File: src/jdp_pkg.sv
package jdp_pkg;

   // Longest descriptor accepted, in bytes
   localparam int unsigned MAX_LEN = 65535;

   // Parse phases
   localparam logic [2:0] PH_IDLE = 3'd0;
   localparam logic [2:0] PH_ARGS = 3'd1;
   localparam logic [2:0] PH_RET  = 3'd2;
   localparam logic [2:0] PH_OBJ  = 3'd3;
   localparam logic [2:0] PH_AOBJ = 3'd4;
   localparam logic [2:0] PH_ARR  = 3'd5;
   localparam logic [2:0] PH_TAIL = 3'd6;

   // Type kinds
   localparam logic [2:0] KIND_INT32   = 3'd0;
   localparam logic [2:0] KIND_INT64   = 3'd1;
   localparam logic [2:0] KIND_FLOAT32 = 3'd2;
   localparam logic [2:0] KIND_FLOAT64 = 3'd3;
   localparam logic [2:0] KIND_OBJECT  = 3'd4;
   localparam logic [2:0] KIND_ARRAY   = 3'd5;
   localparam logic [2:0] KIND_VOID    = 3'd6;

   // Error codes
   localparam logic [2:0] ERR_OK        = 3'd0;
   localparam logic [2:0] ERR_NO_LPAREN = 3'd1;
   localparam logic [2:0] ERR_BAD_TYPE  = 3'd2;
   localparam logic [2:0] ERR_VOID      = 3'd3;
   localparam logic [2:0] ERR_BAD_ARRAY = 3'd4;
   localparam logic [2:0] ERR_TRUNC     = 3'd5;
   localparam logic [2:0] ERR_TRAILING  = 3'd6;

   // Descriptor characters
   localparam logic [7:0] CH_LPAREN = 8'h28;
   localparam logic [7:0] CH_RPAREN = 8'h29;
   localparam logic [7:0] CH_SEMI   = 8'h3B;
   localparam logic [7:0] CH_LBRACK = 8'h5B;
   localparam logic [7:0] CH_B      = 8'h42;
   localparam logic [7:0] CH_C      = 8'h43;
   localparam logic [7:0] CH_D      = 8'h44;
   localparam logic [7:0] CH_F      = 8'h46;
   localparam logic [7:0] CH_I      = 8'h49;
   localparam logic [7:0] CH_J      = 8'h4A;
   localparam logic [7:0] CH_L      = 8'h4C;
   localparam logic [7:0] CH_S      = 8'h53;
   localparam logic [7:0] CH_V      = 8'h56;
   localparam logic [7:0] CH_Z      = 8'h5A;

   typedef struct packed {
      logic [2:0]  phase;
      logic [15:0] position;
      logic [15:0] type_start;
      logic [15:0] slot_count;
      logic        is_method;
      logic        in_return;
      logic        failed;
   } state_type;

   typedef struct packed {
      logic        ch_valid;
      logic [7:0]  ch;
      logic        first;
      logic        last;
      logic        method_mode;
   } item_type;

   typedef struct packed {
      logic        valid;
      logic        type_done;
      logic [2:0]  kind;
      logic        is_return;
      logic [15:0] type_offset;
      logic [15:0] type_length;
      logic [15:0] arg_slots;
      logic        finished;
      logic [2:0]  error;
   } result_type;

endpackage

File: src/jvm_descriptor_parser.sv
// Checks JVM field and method descriptors streamed in one byte per transfer
// (first byte flagged in tuser[0], method-or-field flag in tuser[1], final
// byte on tlast) and emits one result per completed type or per descriptor
// end, with tlast marking the end. One byte is accepted per clock when the
// result side keeps up; a byte is held in the input register, and its result
// is written to the output register once that register is free or draining.
// The throughput is set by the combinational parse step between the two
// registers, whose state feeds back to the next byte. Bytes that cause no
// result are absorbed silently.
module jvm_descriptor_parser (
   input  logic        clock,
   input  logic        reset,

   input  logic        req_tvalid,
   output logic        req_tready,
   input  logic [7:0]  req_tdata,   // [7:0] ch
   input  logic [1:0]  req_tuser,   // [0] first, [1] method_mode
   input  logic        req_tlast,   // last

   output logic        rsp_tvalid,
   input  logic        rsp_tready,
   output logic [55:0] rsp_tdata,   // [0] type_done, [3:1] kind, [4] is_return,
                                    // [20:5] type_offset, [36:21] type_length,
                                    // [52:37] arg_slots, [55:53] error
   output logic        rsp_tlast    // finished
);

   jdp_pkg::item_type   item_ff, item_in;
   jdp_pkg::state_type  state_ff, state_in, state_next;
   jdp_pkg::result_type result;
   logic                out_valid_ff, out_valid_in;
   logic [55:0]         out_data_ff, out_data_in;
   logic                out_last_ff, out_last_in;
   logic                advance;

   jdp_step u_step (
      .state      (state_ff),
      .item       (item_ff),
      .state_next (state_next),
      .result     (result)
   );

   // the held byte moves on once the output register is free or draining
   assign advance    = item_ff.ch_valid && (!out_valid_ff || rsp_tready);
   assign req_tready = !item_ff.ch_valid || advance;

   always_comb begin
      item_in = item_ff;
      if (req_tready) begin
         item_in.ch_valid    = req_tvalid;
         item_in.ch          = req_tdata;
         item_in.first       = req_tuser[0];
         item_in.last        = req_tlast;
         item_in.method_mode = req_tuser[1];
      end

      state_in = advance ? state_next : state_ff;

      out_valid_in = out_valid_ff && !rsp_tready;
      out_data_in  = out_data_ff;
      out_last_in  = out_last_ff;
      if (advance && result.valid) begin
         out_valid_in = 1'b1;
         out_data_in  = {result.error, result.arg_slots, result.type_length,
                         result.type_offset, result.is_return, result.kind,
                         result.type_done};
         out_last_in  = result.finished;
      end
   end

   always_ff @(posedge clock) begin
      if (reset) begin
         item_ff.ch_valid    <= 1'b0;
         state_ff.phase      <= jdp_pkg::PH_IDLE;
         state_ff.position   <= '0;
         state_ff.type_start <= '0;
         state_ff.slot_count <= '0;
         state_ff.is_method  <= 1'b0;
         state_ff.in_return  <= 1'b0;
         state_ff.failed     <= 1'b0;
         out_valid_ff        <= 1'b0;
      end else begin
         item_ff.ch_valid <= item_in.ch_valid;
         state_ff         <= state_in;
         out_valid_ff     <= out_valid_in;
      end
      item_ff.ch          <= item_in.ch;
      item_ff.first       <= item_in.first;
      item_ff.last        <= item_in.last;
      item_ff.method_mode <= item_in.method_mode;
      out_data_ff         <= out_data_in;
      out_last_ff         <= out_last_in;
   end

   assign rsp_tvalid = out_valid_ff;
   assign rsp_tdata  = out_data_ff;
   assign rsp_tlast  = out_last_ff;

endmodule

File: src/jdp_step.sv
module jdp_step (
   input  jdp_pkg::state_type  state,
   input  jdp_pkg::item_type   item,
   output jdp_pkg::state_type  state_next,
   output jdp_pkg::result_type result
);

   jdp_pkg::state_type nxt;
   logic [15:0] p;
   logic        do_start;
   logic        do_complete;
   logic [2:0]  cmpl_kind;
   logic        do_fail;
   logic [2:0]  fail_code;
   logic [15:0] len;
   logic [16:0] slot_sum;
   logic        arg_type;

   always_comb begin
      nxt         = state;
      result      = '0;
      p           = state.position;
      do_start    = 1'b0;
      do_complete = 1'b0;
      cmpl_kind   = jdp_pkg::KIND_INT32;
      do_fail     = 1'b0;
      fail_code   = jdp_pkg::ERR_OK;
      len         = '0;
      slot_sum    = '0;
      arg_type    = 1'b0;

      if (item.ch_valid) begin
         if (item.first) begin
            nxt.is_method  = item.method_mode;
            nxt.slot_count = '0;
            nxt.in_return  = 1'b0;
            nxt.failed     = 1'b0;
            nxt.type_start = '0;
            nxt.position   = 16'd1;
            p              = '0;
            if (item.method_mode) begin
               if (item.ch != jdp_pkg::CH_LPAREN) begin
                  do_fail   = 1'b1;
                  fail_code = jdp_pkg::ERR_NO_LPAREN;
               end else begin
                  nxt.phase = jdp_pkg::PH_ARGS;
                  if (item.last) begin
                     do_fail   = 1'b1;
                     fail_code = jdp_pkg::ERR_TRUNC;
                  end
               end
            end else begin
               nxt.phase = jdp_pkg::PH_RET;
               do_start  = 1'b1;
            end
         end else if (state.phase == jdp_pkg::PH_IDLE) begin
            // stray byte outside a descriptor: dropped
         end else if (state.position >= 16'(jdp_pkg::MAX_LEN)) begin
            do_fail   = 1'b1;
            fail_code = jdp_pkg::ERR_TRUNC;
         end else begin
            nxt.position = state.position + 16'd1;
            unique case (state.phase)
               jdp_pkg::PH_ARGS: begin
                  if (item.ch == jdp_pkg::CH_RPAREN) begin
                     nxt.in_return = 1'b1;
                     nxt.phase     = jdp_pkg::PH_RET;
                     if (item.last) begin
                        do_fail   = 1'b1;
                        fail_code = jdp_pkg::ERR_TRUNC;
                     end
                  end else begin
                     do_start = 1'b1;
                  end
               end
               jdp_pkg::PH_RET: begin
                  do_start = 1'b1;
               end
               jdp_pkg::PH_OBJ, jdp_pkg::PH_AOBJ: begin
                  if (item.ch == jdp_pkg::CH_SEMI) begin
                     do_complete = 1'b1;
                     cmpl_kind   = (state.phase == jdp_pkg::PH_OBJ) ?
                                   jdp_pkg::KIND_OBJECT : jdp_pkg::KIND_ARRAY;
                  end else if (item.last) begin
                     do_fail   = 1'b1;
                     fail_code = jdp_pkg::ERR_TRUNC;
                  end
               end
               jdp_pkg::PH_ARR: begin
                  unique case (item.ch)
                     jdp_pkg::CH_LBRACK, jdp_pkg::CH_L: begin
                        if (item.ch == jdp_pkg::CH_L)
                           nxt.phase = jdp_pkg::PH_AOBJ;
                        if (item.last) begin
                           do_fail   = 1'b1;
                           fail_code = jdp_pkg::ERR_TRUNC;
                        end
                     end
                     jdp_pkg::CH_B, jdp_pkg::CH_C, jdp_pkg::CH_D, jdp_pkg::CH_F,
                     jdp_pkg::CH_I, jdp_pkg::CH_J, jdp_pkg::CH_S, jdp_pkg::CH_Z: begin
                        do_complete = 1'b1;
                        cmpl_kind   = jdp_pkg::KIND_ARRAY;
                     end
                     default: begin
                        do_fail   = 1'b1;
                        fail_code = jdp_pkg::ERR_BAD_ARRAY;
                     end
                  endcase
               end
               default: begin
                  do_fail   = 1'b1;
                  fail_code = jdp_pkg::ERR_TRAILING;
               end
            endcase
         end

         // first byte of a type
         if (do_start) begin
            nxt.type_start = p;
            unique case (item.ch)
               jdp_pkg::CH_B, jdp_pkg::CH_C, jdp_pkg::CH_I, jdp_pkg::CH_S,
               jdp_pkg::CH_Z: begin
                  do_complete = 1'b1;
                  cmpl_kind   = jdp_pkg::KIND_INT32;
               end
               jdp_pkg::CH_J: begin
                  do_complete = 1'b1;
                  cmpl_kind   = jdp_pkg::KIND_INT64;
               end
               jdp_pkg::CH_F: begin
                  do_complete = 1'b1;
                  cmpl_kind   = jdp_pkg::KIND_FLOAT32;
               end
               jdp_pkg::CH_D: begin
                  do_complete = 1'b1;
                  cmpl_kind   = jdp_pkg::KIND_FLOAT64;
               end
               jdp_pkg::CH_V: begin
                  if (!nxt.in_return) begin
                     do_fail   = 1'b1;
                     fail_code = jdp_pkg::ERR_VOID;
                  end else begin
                     do_complete = 1'b1;
                     cmpl_kind   = jdp_pkg::KIND_VOID;
                  end
               end
               jdp_pkg::CH_L, jdp_pkg::CH_LBRACK: begin
                  nxt.phase = (item.ch == jdp_pkg::CH_L) ?
                              jdp_pkg::PH_OBJ : jdp_pkg::PH_ARR;
                  if (item.last) begin
                     do_fail   = 1'b1;
                     fail_code = jdp_pkg::ERR_TRUNC;
                  end
               end
               default: begin
                  do_fail   = 1'b1;
                  fail_code = jdp_pkg::ERR_BAD_TYPE;
               end
            endcase
         end

         if (do_complete) begin
            len      = p - nxt.type_start + 16'd1;
            arg_type = nxt.is_method && !nxt.in_return;
            result.valid       = 1'b1;
            result.type_done   = 1'b1;
            result.kind        = cmpl_kind;
            result.type_offset = nxt.type_start;
            result.type_length = len;
            if (arg_type) begin
               slot_sum = {1'b0, nxt.slot_count} +
                          ((cmpl_kind == jdp_pkg::KIND_INT64 ||
                            cmpl_kind == jdp_pkg::KIND_FLOAT64) ? 17'd2 : 17'd1);
               nxt.slot_count = slot_sum[16] ? 16'hFFFF : slot_sum[15:0];
               nxt.phase      = jdp_pkg::PH_ARGS;
               if (item.last) begin
                  // argument ends the descriptor: still truncated
                  nxt.failed      = 1'b1;
                  nxt.phase       = jdp_pkg::PH_IDLE;
                  result.finished = 1'b1;
                  result.error    = jdp_pkg::ERR_TRUNC;
               end
            end else begin
               result.is_return = nxt.in_return;
               if (item.last) begin
                  nxt.phase       = jdp_pkg::PH_IDLE;
                  result.finished = 1'b1;
               end else begin
                  nxt.phase = jdp_pkg::PH_TAIL;
               end
            end
         end

         if (do_fail) begin
            nxt.failed      = 1'b1;
            nxt.phase       = jdp_pkg::PH_IDLE;
            result.valid    = 1'b1;
            result.finished = 1'b1;
            result.error    = fail_code;
         end
      end

      result.arg_slots = nxt.slot_count;
      state_next       = nxt;
   end

endmodule

File: config.mk
export PLATFORM = sky130hd
export DESIGN_NAME = jvm_descriptor_parser
export DESIGN_NICKNAME = d
export VERILOG_FILES = /design/src/jdp_pkg.sv /design/src/jvm_descriptor_parser.sv /design/src/jdp_step.sv
export SDC_FILE = /design/constraint.sdc
export NUM_CORES = 1
export LEC_CHECK = 0
export BUFFER_PORTS_ARGS = -buffer_cell sky130_fd_sc_hd__buf_2
export CORE_UTILIZATION = 40
export DETAILED_ROUTE_END_ITERATION = 10
export GPL_ROUTABILITY_DRIVEN = 0
export GPL_TIMING_DRIVEN = 0
export PLACE_DENSITY = 0.54
export SLEW_MARGIN = 5
export SYNTH_ARGS = -nofsm -noshare
export SYNTH_HDL_FRONTEND = slang
export SYNTH_SLANG_ARGS = --single-unit
export TNS_END_PERCENT = 20
File: constraint.sdc
create_clock -name clock -period 8.25 [get_ports clock]
set_input_delay 0.825 -clock clock [delete_from_list [all_inputs] [get_ports clock]]
set_output_delay 0.825 -clock clock [all_outputs]
set_load 0.02 [all_outputs]
==> results of run 1 <==
## cells by family after synthesis
| logic type | count (synthesis) | synth area share (%) |
|---|---|---|
| AOI/OAI and AO/OA | 217 | 20.7 |
| and+or+nand+nor | 308 | 21.9 |
| adders and majority gates | 34 | 6.22 |
| xor gates and xnor gates | 22 | 2.72 |
| muxes | 1 | 0.159 |
| buffers and inverters | 66 | 3.85 |
| DFF | 123 | 44.4 |
## routing by layer
metal / wire [um] / global-route usage [%] / vias up / part of all wire [%]
met2: 8940 / 34.3 / 243 / 45
met1: 9270 / 31.9 / 2990 / 47
met4: 350 / 9.43 / 0 / 1.8
li1: - / - / 3039 / -
met5: 0 / 0 / - / 0
met3: 1360 / 3.90 / 31 / 6.8
## synthesized netlist by cell type (3+ instances only)
cell type / number / area, um^2
or3_1: 6 / 37.5
dfxtp_1: 55 / 1100
buf_2: 8 / 40.0
ha_1: 32 / 400
and2_1: 4 / 25.0
a211oi_1: 19 / 143
o21ai_0: 39 / 195
nand4_1: 9 / 56.3
a21o_1: 9 / 67.6
o2111ai_1: 4 / 35.0
inv_1: 21 / 78.8
o21a_1: 7 / 52.6
nand2b_1: 6 / 37.5
a21oi_1: 55 / 275
xor2_1: 13 / 114
nand3_1: 30 / 150
o31ai_1: 7 / 52.6
nor2b_1: 21 / 131
nor3b_1: 18 / 135
o31a_1: 4 / 35.0
xnor2_1: 9 / 78.8
a31oi_1: 13 / 81.3
buf_1: 3 / 11.3
clkbuf_1: 31 / 116
a22o_1: 3 / 26.3
a32oi_1: 3 / 26.3
nand2_1: 44 / 165
nor3_1: 22 / 110
edfxtp_1: 68 / 2040
a32o_1: 3 / 30.0
o22ai_1: 6 / 37.5
o21ai_1: 8 / 40.0
and3_1: 12 / 75.1
o211ai_1: 6 / 45.0
nor2_1: 115 / 432
## layout make-up
type                       count  share of cell area (%)
multi-input combinational    582                    44.0
sequential                   123                    37.7
clock buffer                  20                    5.24
timing repair buffer          73                    4.57
tap                          225                    3.38
buffer                        45                    2.33
clock inverter                12                    1.77
inverter                      21                   0.946
## flip-flops by register name, summed over array words and instances, names as in the netlist
signal,cells
state_ff,53
item_ff,12
rsp_tvalid,1
rsp_tdata,56
rsp_tlast,1
## per-stage QoR
step,util [%],cell area (um^2)
4_1_cts,48.2,8330
5_1_grt,48.2,8330
2_1_floorplan,-,7080
3_3_place_gp,44.6,7720
6_report,48.2,8330
3_5_place_dp,44.8,7750
## power by group
part / total (mW) / switching [mW] / leakage [nW] / internal, mW
clock: 0.751 / 0.279 / 0.274 / 0.472
combinational: 0.148 / 0.0989 / 1.67 / 0.0491
sequential: 0.674 / 0.00892 / 1.03 / 0.665
total: 1.57 / 0.387 / 2.97 / 1.19
## worst min-delay path, stage by stage (launching register included)
cell	delay [ps]
dfxtp_1	310
nand2_1	60
a21oi_1	60
## cell usage in the layout, fill, tap and decap left out, types with 13 or more instances in the layout
cell,synthesis,layout
a21oi_1,55,55
nand2_1,44,44
ha_1,32,32
dfxtp_1,55,55
nor2_1,115,114
nor3b_1,18,18
xor2_1,13,13
nor3_1,22,22
clkbuf_16,0,17
clkbuf_1,31,34
buf_2,8,80
a31oi_1,13,13
nand3_1,30,30
inv_1,21,21
edfxtp_1,68,68
a211oi_1,19,19
o21ai_0,39,39
nor2b_1,21,21
## final timing paths
check,depth (start not counted),to
setup / recovery,16,state_ff[11]$_SDFFE_PP0P_
hold / removal,2,state_ff[2]$_SDFFE_PP0P_
hold reg to reg,2,state_ff[2]$_SDFFE_PP0P_
setup reg to reg,16,state_ff[11]$_SDFFE_PP0P_
==> results.json, run 1 <==
{
  "outcome": "finished clean",
  "ys.flop_type": "edfxtp_1",
  "fmax_mhz": 172,
  "worstHoldStart": "state_ff[2]$_SDFFE_PP0P_",
  "hp-class": "reg -> reg",
  "async_flop_share_pct": 0,
  "syn_nets": 820,
  "track_usage_pct": 22.7,
  "path_delay_family": "simple AND/OR/NAND/NOR gates",
  "layout_setup_ws_ps": 2450,
  "boundaryPins": 74,
  "clockBufferDepth": 2,
  "period_minus_slack_ps": 5800,
  "maxCapViolations": 0,
  "worst-path-buf-inv": 1,
  "cts_setup_buffers": 0,
  "power.total_mw": 1.57,
  "finalHoldWorstSlack_ps": 469,
  "syn_area_per_cell_um2": 9.18,
  "multi_input_area_mm2": 0.00367,
  "setup_violations": 0,
  "syn-cell-area_mm2": 0.00708,
  "vias_per_cell": 5.72,
  "place_ws_ps": 2690,
  "final_cells": 1101,
  "p_leak_nw": 2.97,
  "ys.warnings.count": 0,
  "syn_inst": 771,
  "crit_required_ps": 8590,
  "hpwlAfterDp_um": 14300,
  "yosysUniqueCellTypes": 82,
  "cts_resized": 0,
  "antennaDiodeCount": 0,
  "die_area_mm2": 0.0182,
  "wirelength_um": 19900,
  "vias": 6303,
  "drt_iter0_markers": 640,
  "placed_cells": 1069,
  "n_fill_cell": 1701,
  "cts_buffers": 17,
  "start_util_pct": 40.9,
  "cts.clk_slew.worst_paths_ps": 60,
  "cts-root-buf": "clkbuf_16",
  "fin_nets": 912,
  "slowest_delay_ps": 870,
  "hold_viol_final": 0,
  "crit_chain": "or4b_4, or4_4, a32o_2, a21oi_4, a21o_1, or3_1, ha_1, fa_1, nand3_1, nor3b_1, nand3_1, nor2_1, clkbuf_1, nand3_1, a21o_1, a21oi_1",
  "clock_latency_ps": 420,
  "critPathLaunchType": "register",
  "htree_levels": 4,
  "r2r_slack_ps": 2450,
  "grt_overflow_total": 0,
  "cts.sinks": 123,
  "tns_ps": 0,
  "antenna_found_initial": 0,
  "regArea_mm2": 0.00314,
  "end_kind": "register",
  "die_h_um": 135,
  "grt_pass1_wl_um": 31700,
  "synth_edf_count": 68,
  "wire_per_inst_um": 18.1,
  "cts_tree": "built",
  "drive_above_1_share_pct": 15.4,
  "tightest_slew_ps": 1050,
  "grt_max_degree": 31,
  "startpoint": "item_ff[10]$_DFFE_PP_",
  "drcViolationCount": 0,
  "ys_ff_latch": 123,
  "worstSetupPathType": "reg -> reg",
  "irDropWorstVdd_uv": 142,
  "die_w_um": 135,
  "syn_to_final_growth_pct": 17.7,
  "r2r-start": "item_ff[10]$_DFFE_PP_",
  "cp_max_fo": 10,
  "cp_slowest_cell": "nor3b_1",
  "antenna_left": 0,
  "timing.final.crit_share_pct": 70.3,
  "hold_buffers": 0,
  "arrival_ps": 6150,
  "grt_pass1_vias": 6023,
  "crit_top_cell": "nand3_1",
  "ys_seq_area_share_pct": 44.4,
  "rsz0062_at_grt": "no",
  "rows": 48,
  "drtPass1Iterations": 5,
  "portBuffers": 72,
  "coreArea_mm2": 0.0173,
  "finClkSkew_ps": 8.57,
  "max_slew_margin_pct": 30.0,
  "slew_viol_final": 0,
  "powerDensity_mw_per_mm2": 189
}
Power figures use the tool's default switching activity.
==> run 2, diff against run 1 <==
--- a/config.mk
+++ b/config.mk
@@ -10,7 +10,7 @@
 export DETAILED_ROUTE_END_ITERATION = 10
 export GPL_ROUTABILITY_DRIVEN = 0
 export GPL_TIMING_DRIVEN = 0
-export PLACE_DENSITY = 0.54
+export PLACE_DENSITY = 0.56
 export SLEW_MARGIN = 5
 export SYNTH_ARGS = -nofsm -noshare
 export SYNTH_HDL_FRONTEND = slang
==> constraint.sdc (replaced) <==
create_clock -name clock -period 4.9 [get_ports clock]
set_input_delay 0.49 -clock clock [delete_from_list [all_inputs] [get_ports clock]]
set_output_delay 0.49 -clock clock [all_outputs]
set_load 0.02 [all_outputs]
==> run 2 against run 1 <==
Against the previous run:
- final cell count increased by 0.64%
- hold slack got worse by 230 ps
- non-clock buffer count increased by 7
- clock power increased by 73%
- sequential power increased by 69%
- largest cell class unchanged
==> results.json, run 2 (synthesis gave the netlist of run 1 again) <==
{
  "outcome": "finished clean",
  "pwr-share-seq_pct": 42.1,
  "place_area_mm2": 0.00775,
  "largest_reg_flops": 56,
  "power.combinational.fraction_pct": 9.7,
  "clock_latency_ps": 420,
  "grt_max_degree": 32,
  "timing.final.crit_share_pct": 99.3,
  "place_ws_ps": -690,
  "placed_cells": 1069,
  "critPathLaunchType": "register",
  "maxCapViolations": 0,
  "final_cells": 1108,
  "slowest_delay_ps": 570,
  "min_path_cells": 1,
  "clock_power_share_pct": 48.2,
  "layout_setup_ws_ps": 35.6,
  "die_h_um": 135,
  "antenna_found_initial": 0,
  "hold_viol_final": 0,
  "arrival_ps": 5030,
  "p_int_mw": 2.05,
  "drive_above_1_share_pct": 17.8,
  "layout_commonest_cell": "nor2_1",
  "start_util_pct": 40.9,
  "tightest_slew_ps": 935,
  "grt_pass1_wl_um": 31600,
  "p_sw_share_pct": 24.0,
  "crit_chain": "or4b_4, or4_4, a32oi_2, nor2_2, clkbuf_4, nor3b_2, a21oi_2, inv_1, ha_1, inv_1, ha_1, inv_1, fa_1, nor2b_2, o31a_1, o211ai_1, a31oi_1, nand3_1, nand2_1, xnor2_1, nor2_1",
  "grt_pass1_vias": 6078,
  "die_area_mm2": 0.0182,
  "worst-path-buf-inv": 4,
  "drt_iter0_markers": 657,
  "setup_violations": 0,
  "portBuffers": 72,
  "end_kind": "register",
  "cts_tree": "built",
  "crit_required_ps": 5070,
  "final_cell_mix": "112 x nor2_1, 79 x buf_2, 68 x edfxtp_1",
  "grt_overflow_total": 0,
  "cp_slowest_cell": "or4b_4",
  "period_minus_slack_ps": 4860,
  "power_switching_mw": 0.649,
  "track_usage_pct": 22.6,
  "wirelength_um": 20100,
  "hpwlAfterDp_um": 14300,
  "rows": 48,
  "fin_nets": 919,
  "powerDensity_mw_per_mm2": 318,
  "p_leak_nw": 3.10,
  "holdPathEnd": "item_ff[1]$_DFFE_PP_",
  "vias": 6480,
  "finClkSkew_ps": 6.66,
  "antennaDiodeCount": 0,
  "irDropWorstVdd_uv": 269,
  "hp-class": "in -> reg",
  "antenna_left": 0,
  "die_w_um": 135,
  "n_fill_cell": 1633,
  "design_area_mm2": 0.00849,
  "syn_to_final_growth_pct": 19.9,
  "hold_buffers": 0,
  "boundaryPins": 74,
  "htree_levels": 4,
  "cts-root-buf": "clkbuf_16",
  "r2r_cells": 21,
  "fmax_mhz": 206,
  "r2r-start": "item_ff[10]$_DFFE_PP_",
  "drcViolationCount": 0,
  "rsz0062_at_grt": "yes",
  "cts.sinks": 123,
  "drtPass1Iterations": 5,
  "max_slew_margin_pct": 37.5,
  "path_delay_family": "simple AND/OR/NAND/NOR gates",
  "cp_max_fo": 10,
  "worstReg2RegEnd": "rsp_tdata[36]$_SDFFCE_PN0P_",
  "cts.clk_slew.worst_paths_ps": 60,
  "r2r_slack_ps": 40,
  "worstSetupPathType": "reg -> reg",
  "worstHoldStart": "req_tlast",
  "coreArea_mm2": 0.0173,
  "clockBufferDepth": 2,
  "wire_per_inst_um": 18.2,
  "vias_per_cell": 5.85,
  "slew_viol_final": 0,
  "crit_top_cell": "inv_1",
  "cts_buffers": 17
}
[run 2: final cells by class]
cell class                 instances  area (um^2)  share of cell area [%]
buffer                            45          205                    2.42
clock buffer                      28          568                    6.69
clock inverter                     4         48.8                   0.575
inverter                          21         78.8                   0.929
multi-input combinational        582         3730                    43.9
sequential                       123         3140                    37.0
tap                              225          282                    3.32
timing repair buffer              80          433                    5.10
[run 2: stage by stage]
step	utilization [%]	hold WS [ps]	TNS [ps]	power [mW]
final	49.1	237	0	2.70
after global routing	49.1	230	-307	2.78
after CTS	48.6	228	-59.1	2.70
after detailed placement	44.8	448	-10280	1.40
after global placement	44.6	439	-88460	1.40
after floorplan	-	432	0	1.33
[run 2: worst reg2reg max path: cells and delay by family (launching register included)]
family | cells | cell delay [ps]
and+or+nand+nor | 8 | 1850
AOI/OAI and AO/OA | 5 | 1040
buffers and inverters | 4 | 440
DFF | 1 | 390
xor gates and xnor gates | 1 | 110
adders and majority gates | 3 | 800
[run 2: per-layer routing]
layer  up-vias  share of wire, %  track usage (%)
met2       258                45             34.6
met3        41               6.9             4.99
met1      3115                45             31.0
met5         -                 0                0
li1       3066                 -                -
met4         0               2.2             9.11
[run 2: worst max path at each step]
| stage | startpoint | end | slack [ps] | cells after the start |
|---|---|---|---|---|
| after floorplan | state_ff[35]$_SDFFE_PP0P_ | rsp_tdata[0]$_SDFFCE_PN0P_ | 140 | 9 |
| after global placement | state_ff[52]$_SDFFE_PP0P_ | rsp_tdata[13]$_SDFFCE_PN0P_ | -1430 | 9 |
| after detailed placement | item_ff[10]$_DFFE_PP_ | state_ff[11]$_SDFFE_PP0P_ | -690 | 16 |
| after CTS | item_ff[10]$_DFFE_PP_ | rsp_tdata[36]$_SDFFCE_PN0P_ | -60 | 21 |
| after global routing | item_ff[10]$_DFFE_PP_ | rsp_tdata[36]$_SDFFCE_PN0P_ | -130 | 21 |
| final | item_ff[10]$_DFFE_PP_ | rsp_tdata[36]$_SDFFCE_PN0P_ | 40 | 21 |
[run 2: power by group through the flow]
stage / clock network [mW] / logic (mW) / registers (mW)
final: 1.30 / 0.263 / 1.14
after global routing: 1.36 / 0.286 / 1.14
after CTS: 1.31 / 0.250 / 1.14
after detailed placement: 0 / 0.246 / 1.16
after global placement: 0 / 0.239 / 1.16
after floorplan: 0 / 0.147 / 1.18
[run 2: what timing repair did]
action,4_1_cts,5_1_grt
endpoints found under the setup margin,33,17
setup buffers,2,5
pin swaps,2,6
resized for setup,8,15
==> run 3, diff against run 2 <==
--- a/config.mk
+++ b/config.mk
@@ -11,6 +11,8 @@
 export GPL_ROUTABILITY_DRIVEN = 0
 export GPL_TIMING_DRIVEN = 0
 export PLACE_DENSITY = 0.56
+export REMOVE_ABC_BUFFERS = 1
+export SETUP_SLACK_MARGIN = 0.1
 export SLEW_MARGIN = 5
 export SYNTH_ARGS = -nofsm -noshare
 export SYNTH_HDL_FRONTEND = slang
==> run 3 against run 2 <==
Against the previous run:
- sequential power hardly changed
- clock skew is 0.60 ps lower
- non-clock buffer count is 28 lower
- maximum frequency is 4.2% higher
- routed wire length is 12% lower
- critical path depth stayed put
- combinational power is 5% lower
- clock power hardly changed
- total power is 0.35% lower
- cell area is 0.16% higher
- critical endpoint is now rsp_tdata[30]$_SDFFCE_PN0P_
==> results.json, run 3 (synthesis gave the netlist of run 1 again) <==
{
  "grt_overflow_total": 0,
  "layout_commonest_cell": "nor2_1",
  "drive_above_1_share_pct": 18.6,
  "grt_max_degree": 38,
  "drcViolationCount": 0,
  "grt_pass1_vias": 5896,
  "cts.clk_slew.worst_paths_ps": 50,
  "cts.sinks": 123,
  "wirelength_um": 17800,
  "timing.final.crit_share_pct": 95.2,
  "antenna_left": 0,
  "placed_cells": 1030,
  "fmax_mhz": 214,
  "die_w_um": 135,
  "tns_ps": 0,
  "worstSetupPathType": "reg -> reg",
  "maxCapViolations": 0,
  "slowest_delay_ps": 560,
  "die_area_mm2": 0.0182,
  "start_util_pct": 40.9,
  "coreArea_mm2": 0.0173,
  "period_minus_slack_ps": 4670,
  "clockBufferDepth": 2,
  "final_cells": 1080,
  "cts_buffers": 17,
  "wire_per_inst_um": 16.4,
  "place_area_mm2": 0.00768,
  "vias_per_cell": 5.73,
  "finClkSkew_ps": 6.05,
  "powerDensity_mw_per_mm2": 316,
  "rows": 48,
  "portBuffers": 73,
  "cts_tree": "built",
  "rsz0062_at_grt": "yes",
  "crit_required_ps": 5030,
  "hpwlAfterDp_um": 12000,
  "grt_pass1_wl_um": 29100,
  "place_ws_ps": -1140,
  "hold_viol_final": 0,
  "boundaryPins": 74,
  "slew_viol_final": 0,
  "vias": 6190,
  "finalHoldWorstSlack_ps": 245,
  "layout_setup_ws_ps": 233,
  "arrival_ps": 4800,
  "final_cell_mix": "111 x nor2_1, 73 x buf_2, 68 x edfxtp_1",
  "tightest_slew_ps": 998,
  "irDropWorstVdd_uv": 227,
  "antennaDiodeCount": 0,
  "antenna_found_initial": 0,
  "cp_slowest_cell": "or4b_4",
  "design_area_mm2": 0.00850,
  "end_kind": "register",
  "power.total_mw": 2.69,
  "die_h_um": 135,
  "hold_buffers": 0,
  "largest_reg_flops": 56,
  "crit_chain": "or4b_4, or4_4, a32oi_4, nor2_4, buf_8, a21oi_2, inv_1, ha_1, inv_1, ha_2, inv_1, fa_1, nor2b_2, o31a_1, buf_4, o21a_1, nor2_1, o21ai_1, a21oi_1, xor2_1, nor2_1",
  "track_usage_pct": 20.3,
  "setup_violations": 0,
  "crit_top_cell": "inv_1",
  "syn_to_final_growth_pct": 20.1,
  "drtPass1Iterations": 7,
  "max_slew_margin_pct": 33.4,
  "htree_levels": 4,
  "cts-root-buf": "clkbuf_16",
  "clock_latency_ps": 420,
  "fin_nets": 891,
  "outcome": "finished clean",
  "drt_iter0_markers": 434,
  "cp_max_fo": 20,
  "hp-class": "in -> reg",
  "p_leak_nw": 3.07,
  "post-route-util_pct": 49.1,
  "critPathLaunchType": "register"
}
[run 3: layout make-up]
type,count,area (um^2)
clock buffer,22,454
clock inverter,10,149
fill,1630,8800
inverter,21,78.8
multi-input combinational,582,3770
sequential,123,3140
tap,225,282
timing repair buffer,97,626
[run 3: final timing paths]
check / start / to / slack (ps) / cells past startpoint
max: item_ff[10]$_DFFE_PP_ / rsp_tdata[30]$_SDFFCE_PN0P_ / 230 / 21
min: req_tdata[6] / item_ff[9]$_DFFE_PP_ / 250 / 1
max reg2reg: item_ff[10]$_DFFE_PP_ / rsp_tdata[30]$_SDFFCE_PN0P_ / 230 / 21
min reg2reg: state_ff[2]$_SDFFE_PP0P_ / state_ff[2]$_SDFFE_PP0P_ / 460 / 2
[run 3: repair_timing]
item	in CTS	in global routing
setup buffers	8	10
cloned	0	0
resized for setup	12	7
pin swaps	4	7
setup endpoints to repair	40	22
[run 3: report_power, final]
| part | internal (mW) | switching, mW | total [mW] |
|---|---|---|---|
| Combinational | 0.0971 | 0.154 | 0.251 |
| Clock | 0.857 | 0.439 | 1.30 |
| Sequential | 1.12 | 0.0221 | 1.14 |
| Total | 2.07 | 0.615 | 2.69 |
[run 3: worst max-delay path: cells and delay by family (launching register included)]
family | cells | cell delay (ps)
compound gates | 6 | 1040
simple gates | 6 | 1410
xor+xnor | 1 | 130
flops | 1 | 390
buf+inv | 5 | 500
fa+ha+maj | 3 | 910
[run 3: per-layer routing]
| layer | track usage [%] | vias up | routed length, um |
|---|---|---|---|
| met3 | 3.45 | 35 | 938 |
| met2 | 33.1 | 231 | 8330 |
| met4 | 8.93 | 0 | 397 |
| met5 | 0 | - | 0 |
| li1 | - | 3007 | - |
| met1 | 26.4 | 2917 | 8100 |
